==> src/rtl/png_scanline_unfilter_macros.svh <==
// ---------------------------------------------------------------------------
// PNG scanline unfilter assertion macros
// Short forms for the concurrent checks at the end of the top level.
// ---------------------------------------------------------------------------
`ifndef PNG_SCANLINE_UNFILTER_MACROS_SVH
`define PNG_SCANLINE_UNFILTER_MACROS_SVH

// Same-cycle implication, disabled while reset is asserted.
`define PNGSU_ASSERT_NOW(lbl, clk, rstn, ante, cons, msg) \
    lbl: assert property (@(posedge clk) disable iff (!(rstn)) (ante) |-> (cons)) \
        else $error(msg);

// Next-cycle implication, disabled while reset is asserted.
`define PNGSU_ASSERT_NEXT(lbl, clk, rstn, ante, cons, msg) \
    lbl: assert property (@(posedge clk) disable iff (!(rstn)) (ante) |=> (cons)) \
        else $error(msg);

`endif

==> src/rtl/pngsu_pkg.sv <==
// ---------------------------------------------------------------------------
// PNG scanline unfilter package
// Sizes, filter codes, register indexes and the predictor input bundle.
// ---------------------------------------------------------------------------
package pngsu_pkg;

    localparam int MAX_WIDTH    = 4096;
    localparam int MAX_CHANNELS = 4;

    localparam int COL_W       = 12;
    localparam int CH_W        = 2;
    localparam int ADDR_W      = COL_W + CH_W;
    localparam int STORE_DEPTH = MAX_WIDTH * MAX_CHANNELS;

    localparam int WIDTH_REG_W = 13;
    localparam int BPP_REG_W   = 3;
    localparam int CFG_IDX_W   = 1;
    localparam int CFG_DATA_W  = WIDTH_REG_W;

    localparam int IN_DATA_W  = 8;
    localparam int OUT_DATA_W = 24;

    localparam logic [CFG_IDX_W-1:0] CFG_IMAGE_WIDTH     = 1'd0;
    localparam logic [CFG_IDX_W-1:0] CFG_BYTES_PER_PIXEL = 1'd1;

    typedef enum logic [2:0] {
        FILT_NONE  = 3'd0,
        FILT_SUB   = 3'd1,
        FILT_UP    = 3'd2,
        FILT_AVG   = 3'd3,
        FILT_PAETH = 3'd4
    } filter_t;

    typedef struct packed {
        filter_t    filter;
        logic [7:0] raw;
        logic [7:0] left;
        logic [7:0] up;
        logic [7:0] up_left;
    } recon_in_t;

endpackage

==> src/rtl/pngsu_recon.sv <==
// ---------------------------------------------------------------------------
// PNG sample reconstruction
// Applies one of the five row filters to a filtered byte.
// ---------------------------------------------------------------------------
module pngsu_recon (
    input  pngsu_pkg::recon_in_t in,
    output logic [7:0]           sample
);

    logic [8:0] sum_ab;
    logic [8:0] twice_c;
    logic [7:0] pa;
    logic [7:0] pb;
    logic [8:0] pc;
    logic [7:0] paeth_pred;
    logic [7:0] pred;

    assign sum_ab  = {1'b0, in.left} + {1'b0, in.up};
    assign twice_c = {in.up_left, 1'b0};

    always_comb begin
        pa = (in.up >= in.up_left) ? in.up - in.up_left : in.up_left - in.up;
        pb = (in.left >= in.up_left) ? in.left - in.up_left : in.up_left - in.left;
        pc = (sum_ab >= twice_c) ? sum_ab - twice_c : twice_c - sum_ab;
        if ((pa <= pb) && ({1'b0, pa} <= pc)) begin
            paeth_pred = in.left;
        end else if ({1'b0, pb} <= pc) begin
            paeth_pred = in.up;
        end else begin
            paeth_pred = in.up_left;
        end
    end

    always_comb begin
        case (in.filter)
            pngsu_pkg::FILT_SUB:   pred = in.left;
            pngsu_pkg::FILT_UP:    pred = in.up;
            pngsu_pkg::FILT_AVG:   pred = sum_ab[8:1];
            pngsu_pkg::FILT_PAETH: pred = paeth_pred;
            default:               pred = 8'd0;
        endcase
    end

    assign sample = in.raw + pred;

endmodule

==> config.mk <==
export PLATFORM = sky130hd
export DESIGN_NAME = pngsu_recon
export DESIGN_NICKNAME = d
export VERILOG_FILES = /design/src/rtl/png_scanline_unfilter_macros.svh /design/src/rtl/pngsu_pkg.sv /design/src/rtl/pngsu_recon.sv
export SDC_FILE = /design/constraint.sdc
export NUM_CORES = 1
export LEC_CHECK = 0
export BUFFER_PORTS_ARGS = -buffer_cell sky130_fd_sc_hd__buf_2
export CAP_MARGIN = 30
export CORE_MARGIN = 3
export CORE_UTILIZATION = 50
export DETAILED_ROUTE_END_ITERATION = 16
export PLACE_DENSITY_LB_ADDON = 0.1
export SKIP_LAST_GASP = 1
export SYNTH_ARGS = -nofsm -noshare
export SYNTH_HDL_FRONTEND = slang
export SYNTH_SLANG_ARGS = --single-unit
==> constraint.sdc <==
create_clock -name vclk -period 10.35
set_clock_uncertainty 0.05 [all_clocks]
set_input_delay 0.5175 -clock vclk [all_inputs]
set_output_delay 0.5175 -clock vclk [all_outputs]
set_load 0.02 [all_outputs]
-- Yosys cells after proc, flatten, opt, wreduce, memory -nomap -nowiden
Cells that the tools add are included.
W data, S select, Z words.
- flip-flop bits (word level): 0
- bits of input ports: 35
- logic and storage cells: 25
- output and inout bits: 8
- add/subtract/negate cells: 8
- multiplexer cells: 6
- equality and inequality tests: 4
- $lt $le $gt $ge: 6
- reduce and logical (&&, ||, !) cells: 1
- operators with widths (cell ; number):
    $mux W8 ; 4
    $pmux W8 S4 ; 1
    $sub A8 B8 Y8 ; 4
    $le A8 B9 Y1 ; 2
    $sub A9 B9 Y9 ; 2
    $ge A8 B8 Y1 ; 2
    $add A8 B8 Y9 ; 1
    $ge A9 B9 Y1 ; 1
    $mux W9 ; 1
    $add A8 B8 Y8 ; 1
    $le A8 B8 Y1 ; 1
    $eq A3 B2 Y1 const B ; 2
    $eq A3 B1 Y1 const B ; 1
    $eq A3 B3 Y1 const B ; 1
    $logic_and A1 B1 Y1 ; 1

-- Logic depth before layout (Yosys ltp)
Gate-level depths: netlist of run 1.
- depth after elaboration: 8
- depth in mapped cells: 41
- mapped depth without buffers: 40

-- Worst setup path before layout of run 1
No wires, ideal clock.
- kind: input to output
- from: in in[8] (netlist name)
- to: out sample[7]
- setup slack: 2329 ps
- stages: 41
- data arrival time: 7454 ps
- required time: 9783 ps
- cells stage by stage: ha_1 -> inv_1 -> fa_1 -> nor2b_1 -> o21ai_0 -> a21boi_0 -> o21ai_0 -> nand2b_1 -> xor2_1 -> ha_1 -> buf_6 -> nand4_1 -> o21bai_2 -> a211oi_4 -> o21ai_0 -> o22ai_1 -> o21ai_0 -> a21oi_1 -> [5 not listed] -> nor2_1 -> a211oi_2 -> a211oi_4 -> buf_6 -> nand2_1 -> o21ai_2 -> a221o_1 -> ha_1 -> a21o_1 -> a21oi_1 -> o21bai_1 -> a21oi_1 -> o21ai_0 -> xor2_1 -> o211ai_1 -> a2111oi_0 -> a2111oi_0 -> o311ai_1
- longest elaborated chain between the ends: 8
- RTL lines (element ; RTL line ; RTL):
    start: declaration ; pngsu_recon.sv:6 ; input pngsu_pkg::recon_in_t in,
    $add A8 B8 Y9 ; pngsu_recon.sv:18 ; assign sum_ab = {1'b0, in.left} + {1'b0, in.up};
    $sub A9 B9 Y9 / $ge A9 B9 Y1 (equally long branches) ; pngsu_recon.sv:24 ; pc = (sum_ab >= twice_c) ? sum_ab - twice_c : twice_c - sum_ab;
    $mux W9 ; pngsu_recon.sv:24 ;
    $le A8 B9 Y1 (on tied branches) ; pngsu_recon.sv:27, pngsu_recon.sv:25 ;
    $mux W8 / $logic_and A1 B1 Y1 (equally long branches) ; pngsu_recon.sv:27, pngsu_recon.sv:25 ;
    $mux W8 ; pngsu_recon.sv:25 ; if ((pa <= pb) && ({1'b0, pa} <= pc)) begin
    $pmux W8 S4 * ; pngsu_recon.sv:35 ; case (in.filter)
    $add A8 B8 Y8 * ; pngsu_recon.sv:44 ; assign sample = in.raw + pred;
    end: declaration ; pngsu_recon.sv:7 ; output logic [7:0] sample
Every way passes the cells marked *; elsewhere a longest branch is shown, timed or not.

-- Worst setup path in the final report of run 1
- from: in in[16] (netlist name)
- to: out sample[7]
Same word-level chain as after synthesis.

==> summary.md, run 1 <==
| Metric | Value |
|---|---|
| Status | `completed` |
| Number of endpoints failing setup at the final stage | `0` |
| Number of global-route vias before repair | `3492` |
| Highest cell delay on the worst timing path | `0.51 ns` |
| Max VDD drop | `0.0810 mV` |
| Count of hold-fix buffers inserted at cts | `0` |
| Post-route setup TNS | `0 ns` |
| Critical Path Start Type | `input port` |
| Fraction of the core area covered by cells at the end of the flow | `0.567` |
| Maximum capacitance violations | `0` |
| Reg power frac | `0` |
| Maximum fanout count along the critical path | `8` |
| Post-route minimum period | `9.50 ns` |
| Setup slack at placement | `0.808 ns` |
| Worst Path Buf+Inv | `4` |
| Cell area after synthesis | `0.00360 sq mm` |
| Hold/Removal Path Class | `in2out` |
| Area overhead of the layout relative to synthesis | `8.28%` |
| Hpwl dp | `9440 um` |
| Library cells used by synthesis | `59` |
| Worst slew margin relative to its limit | `0.521` |
| Mapped Avg Cell Area | `7.67 sq um` |
| Most common cell after layout, fill and taps aside | `ha_1` |
| Switching fraction of total power | `0.589` |
| Floorplan die area | `0.00825 sq mm` |
| WL per Instance | `18.1 um` |
| Layout sequential cell count | `0` |
| Category of the most critical setup path | `in2out` |
| WP data required | `9.78 ns` |
| Worst hold path depth | `3` |
| Post-synthesis instance total | `469` |
| Register Area | `0 sq um` |
| Antenna violations before repair | `0` |
| Synth top area share | `0.282` |
| Max frequency | `105 MHz` |
| Worst Setup End Kind | `primary output` |
| Power Internal | `0.000229 W` |
| Fraction of power consumed by combinational cells | `1.000` |
| Height of the chip | `90.8 um` |
| Antenna Violating Nets Remaining | `0` |
| Count of nets after finishing | `631` |
| First-pass GRT wire length | `18100 um` |
| Signal arrival time at the worst endpoint | `8.93 ns` |
| Number of placed I/O pins | `43` |
| Starting utilization of the core area | `0.523` |
| Row count | `30` |
| Slowest cell on the critical path | `a211oi_4` |
| Syn nets | `593` |
| Clk_buf instances | `0` |
| Library cell occupying the most area in the post-synthesis netlist | `ha_1` |
| Fill cell count | `687` |
| Number of warnings issued by yosys | `0` |
| Leakage power of the design | `2.02 nW` |
| Number of detailed-route iterations in the first pass | `5` |
| Switching power summed over all nets | `0.000328 W` |
| Total power divided by cell area | `143 mW/mm^2` |
| Number of diodes | `0` |
| Largest net degree at the start of global routing | `18` |
| Vias after detailed routing | `3581` |
| GRT Resource Usage Total | `0.263` |
| Worst setup slack after layout | `0.850 ns` |
| Grt ovf | `0` |
| Routability Congestion | `0.909` |
| DR vias/cell | `5.96` |
| Main area contributors after synthesis | `ha_1 (28%), inv_1 (6.5%), mux2i_1 (5.8%)` |
| Hold Crit Endpoint | `sample[0]` |
| Total detailed-routing wirelength | `10900 um` |
| CTS resizes | `0` |
| Worst slew pin tran | `0.718 ns` |
| Proportion of synthesized chip area in sequential cells | `0` |
| CP delay by family, top | `compound AO/OA/AOI/OAI gates` |
| Number of setup buffers added after CTS | `0` |
| Final count of hold timing violations | `0` |
| Fraction of the cycle the final worst path needs | `0.918` |
| Part of the total power dissipated in the clock network | `0` |
| Commonest non-fill, non-tap cells in the layout | `ha_1 (81), inv_1 (62), buf_2 (43)` |
| Critical hold path startpoint | `in[24]` |
| Die outline width | `90.8 um` |
| Iter 0 DRT Violations | `263` |
| Layout cells sized above 1 | `0.147` |
| Drt drc | `0` |
| I/O Buffers | `43` |
| Unrepaired setup endpoints after global routing | `false` |
| Final max-slew violation count | `0` |
| Core Box Area | `0.00687 sq mm` |
## power groups by stage
stage	Combinational [W]	Clock, W	Sequential, W
after floorplan	0.000420	0	0
after global placement	0.000541	0	0
after detailed placement	0.000545	0	0
after CTS	0.000549	0	0
after global routing	0.000619	0	0
final	0.000556	0	0
## area by class of cell
| class | count | area, sq um | share of cell area |
|---|---|---|---|
| inverter | 62 | 233 | 0.0598 |
| multi-input combinational | 397 | 3300 | 0.848 |
| tap | 96 | 120 | 0.0308 |
| timing repair buffer | 46 | 238 | 0.0611 |
## logic make-up after synthesis
family | synth area share
AO/OA/AOI/OAI | 0.290
XOR/XNOR | 0.0731
adder cells (fa/ha/maj) | 0.326
buffers and inverters | 0.0814
multiplexers | 0.0866
AND/OR/NAND/NOR | 0.143
## per-stage QoR
step	total power (W)	hold slack (ns)	cell area (sq um)	cells
after floorplan	0.000420	1.20	3600	469
after global placement	0.000541	1.34	3880	599
after detailed placement	0.000545	1.33	3880	599
after CTS	0.000549	1.33	3880	599
after global routing	0.000619	1.35	3890	601
final	0.000556	1.33	3890	601
## metal layers
metal / GRT usage / share of wire / vias up
met5: 0 / 0 / -
met4: 0.0352 / 0.014 / 0
met1: 0.375 / 0.47 / 1690
met2: 0.452 / 0.46 / 115
met3: 0.00833 / 0.055 / 8
li1: - / - / 1768
## how the worst max path moves through the flow
stage	start	end	slack, ns	cells after the start
after floorplan	in[8]	sample[7]	2.33	41
after global placement	in[16]	sample[7]	0.87	41
after detailed placement	in[16]	sample[7]	0.81	41
after CTS	in[16]	sample[7]	0.75	41
after global routing	in[16]	sample[7]	0.04	41
final	in[16]	sample[7]	0.85	41
## synth_stat cells, types with 6 or more instances
cell type  instances
a211oi_1           8
a21o_1            16
a21oi_1           31
a221o_1            6
a22oi_1            7
clkbuf_1           6
fa_1               8
ha_1              81
inv_1             62
mux2_2             9
mux2i_1           21
nand2_1           29
nand3_1           15
nand4_1            6
nor2_1            22
nor2b_1           10
o21ai_0           24
xnor2_1           21
xor2_1             9
(Power assumes the default switching activity.)
==> run 2, diff against run 1 <==
--- a/config.mk
+++ b/config.mk
@@ -5,6 +5,7 @@
 export SDC_FILE = /design/constraint.sdc
 export NUM_CORES = 1
 export LEC_CHECK = 0
+export ABC_AREA = 1
 export BUFFER_PORTS_ARGS = -buffer_cell sky130_fd_sc_hd__buf_2
 export CAP_MARGIN = 30
 export CORE_MARGIN = 3
==> summary.md, run 2 <==
| Metric | Value |
|---|---|
| Synth top area share | `0.278` |
| First-pass GRT wire length | `17500 um` |
| Most frequent cell on the critical path | `a21oi_1` |
| Layout cells sized above 1 | `0.132` |
| Worst slew margin relative to its limit | `0.599` |
| Top-count cell post-synth | `nand2_1` |
| Largest net degree at the start of global routing | `15` |
| Fraction of the cycle the final worst path needs | `0.784` |
| Register Area | `0 sq um` |
| Number of setup buffers added after CTS | `0` |
| Worst Setup End Kind | `primary output` |
| Vias after detailed routing | `3852` |
| Area overhead of the layout relative to synthesis | `8.22%` |
| Worst slew pin tran | `0.600 ns` |
| Number of placed I/O pins | `43` |
| Maximum capacitance violations | `0` |
| Clk_buf instances | `0` |
| Antenna Violating Nets Remaining | `0` |
| Synth cell count leaders | `nand2_1 (139), inv_1 (111), ha_1 (81)` |
| Hold Crit Endpoint | `sample[0]` |
| Starting utilization of the core area | `0.524` |
| Max VDD drop | `0.0929 mV` |
| I/O Buffers | `43` |
| Number of diodes | `0` |
| Proportion of synthesized chip area in sequential cells | `0` |
| Number of global-route vias before repair | `3579` |
| Cell area after synthesis | `0.00364 sq mm` |
| WL per Instance | `15.3 um` |
| Antenna violations before repair | `0` |
| Number of detailed-route iterations in the first pass | `5` |
| Number of endpoints failing setup at the final stage | `0` |
| CTS resizes | `0` |
| Highest cell delay on the worst timing path | `0.50 ns` |
| Hold/Removal Path Class | `in2out` |
| Post-Layout Inst Area | `0.00394 sq mm` |
| Library cells used by synthesis | `42` |
| Leakage power of the design | `2.31 nW` |
| Commonest non-fill, non-tap cells in the layout | `nand2_1 (139), inv_1 (111), ha_1 (81)` |
| Floorplan die area | `0.00834 sq mm` |
| Fill cell count | `729` |
| Fraction of the core area covered by cells at the end of the flow | `0.567` |
| Layout sequential cell count | `0` |
| Main area contributors after synthesis | `ha_1 (28%), nand2_1 (14%), inv_1 (11%)` |
| Most common cell after layout, fill and taps aside | `nand2_1` |
| Die outline width | `91.3 um` |
| Status | `completed` |
| Iter 0 DRT Violations | `199` |
| Drt drc | `0` |
| Worst hold path depth | `3` |
| Mapped Avg Cell Area | `6.32 sq um` |
| Slowest cell on the critical path | `o31ai_1` |
| Hpwl dp | `9530 um` |
| Signal arrival time at the worst endpoint | `7.55 ns` |
| Post-route minimum period | `8.12 ns` |
| Post-synthesis instance total | `576` |
| Core Box Area | `0.00694 sq mm` |
| GRT Resource Usage Total | `0.256` |
| DR vias/cell | `5.42` |
| Unrepaired setup endpoints after global routing | `false` |
| Category of the most critical setup path | `in2out` |
| Maximum fanout count along the critical path | `14` |
| Post-place instance area | `0.00394 sq mm` |
| Critical hold path startpoint | `in[24]` |
| Grt ovf | `0` |
| Total detailed-routing wirelength | `10900 um` |
| Library cell occupying the most area in the post-synthesis netlist | `ha_1` |
| Critical Path Start Type | `input port` |
| Number of warnings issued by yosys | `0` |
| Height of the chip | `91.3 um` |
| WP data required | `9.78 ns` |
| Count of nets after finishing | `741` |
| Final Power | `0.000591 W` |
| Total power divided by cell area | `150 mW/mm^2` |
| Syn nets | `700` |
| Row count | `30` |
| Max frequency | `123 MHz` |
| Routability Congestion | `0.995` |
| Final count of hold timing violations | `0` |
| Count of hold-fix buffers inserted at cts | `0` |
| Final max-slew violation count | `0` |
| Post-route setup TNS | `0 ns` |
run 2: cell count changes after synthesis, moves of 13 or more:
cell,delta
inv_1,+49
xnor2_1,-14
a21oi_1,+15
mux2i_1,-20
a21o_1,-14
xor2_1,+13
nand2_1,+110
run 2: final cells by class:
type                            count  area [sq um]  share of cell area
Tap cell                           96           120              0.0305
Timing Repair Buffer               45           230              0.0584
Inverter                          113           427               0.108
Multi-Input combinational cell    457          3160               0.803
run 2: per-stage QoR:
stage	setup slack [ns]	instances	hold WS, ns
finish	2.23	711	1.33
floorplan	3.61	576	1.20
global route	1.58	711	1.36
CTS	2.28	711	1.33
global placement	2.44	711	1.33
detailed placement	2.30	711	1.33
run 2: worst max-delay path, delay by kind of cell:
kind	cells	cell delay, ns
compound gates	18	3.16
simple gates	10	1.19
buf+inv	8	0.69
fa+ha+maj	5	1.55
xor+xnor	2	0.42
run 2: where the power goes:
part           switching, W  leakage [nW]  internal (W)  total [W]
logic              0.000383          2.31      0.000208   0.000591
registers                 0             0             0          0
clock network             0             0             0          0
total              0.000383          2.31      0.000208   0.000591
run 2: cell families after synthesis:
logic type      share of synthesized area
buf+inv                             0.131
fa+ha+maj                           0.322
compound gates                      0.186
xor+xnor                           0.0698
mux                               0.00275
simple gates                        0.288
run 2: worst max path at each step:
stage | depth (start not counted) | endpoint | slack, ns | from
5_1_grt | 41 | sample[7] | 1.58 | in[9]
2_1_floorplan | 40 | sample[7] | 3.61 | in[8]
6_report | 43 | sample[7] | 2.23 | in[8]
3_3_place_gp | 44 | sample[7] | 2.44 | in[16]
4_1_cts | 43 | sample[7] | 2.28 | in[9]
3_5_place_dp | 43 | sample[7] | 2.30 | in[9]
run 2: metal layers:
layer	share of wire	track usage	up-vias
met5	0	0	-
met4	0.012	0.0276	0
met3	0.064	0.00994	13
met2	0.48	0.448	153
met1	0.45	0.358	1740
li1	-	-	1946
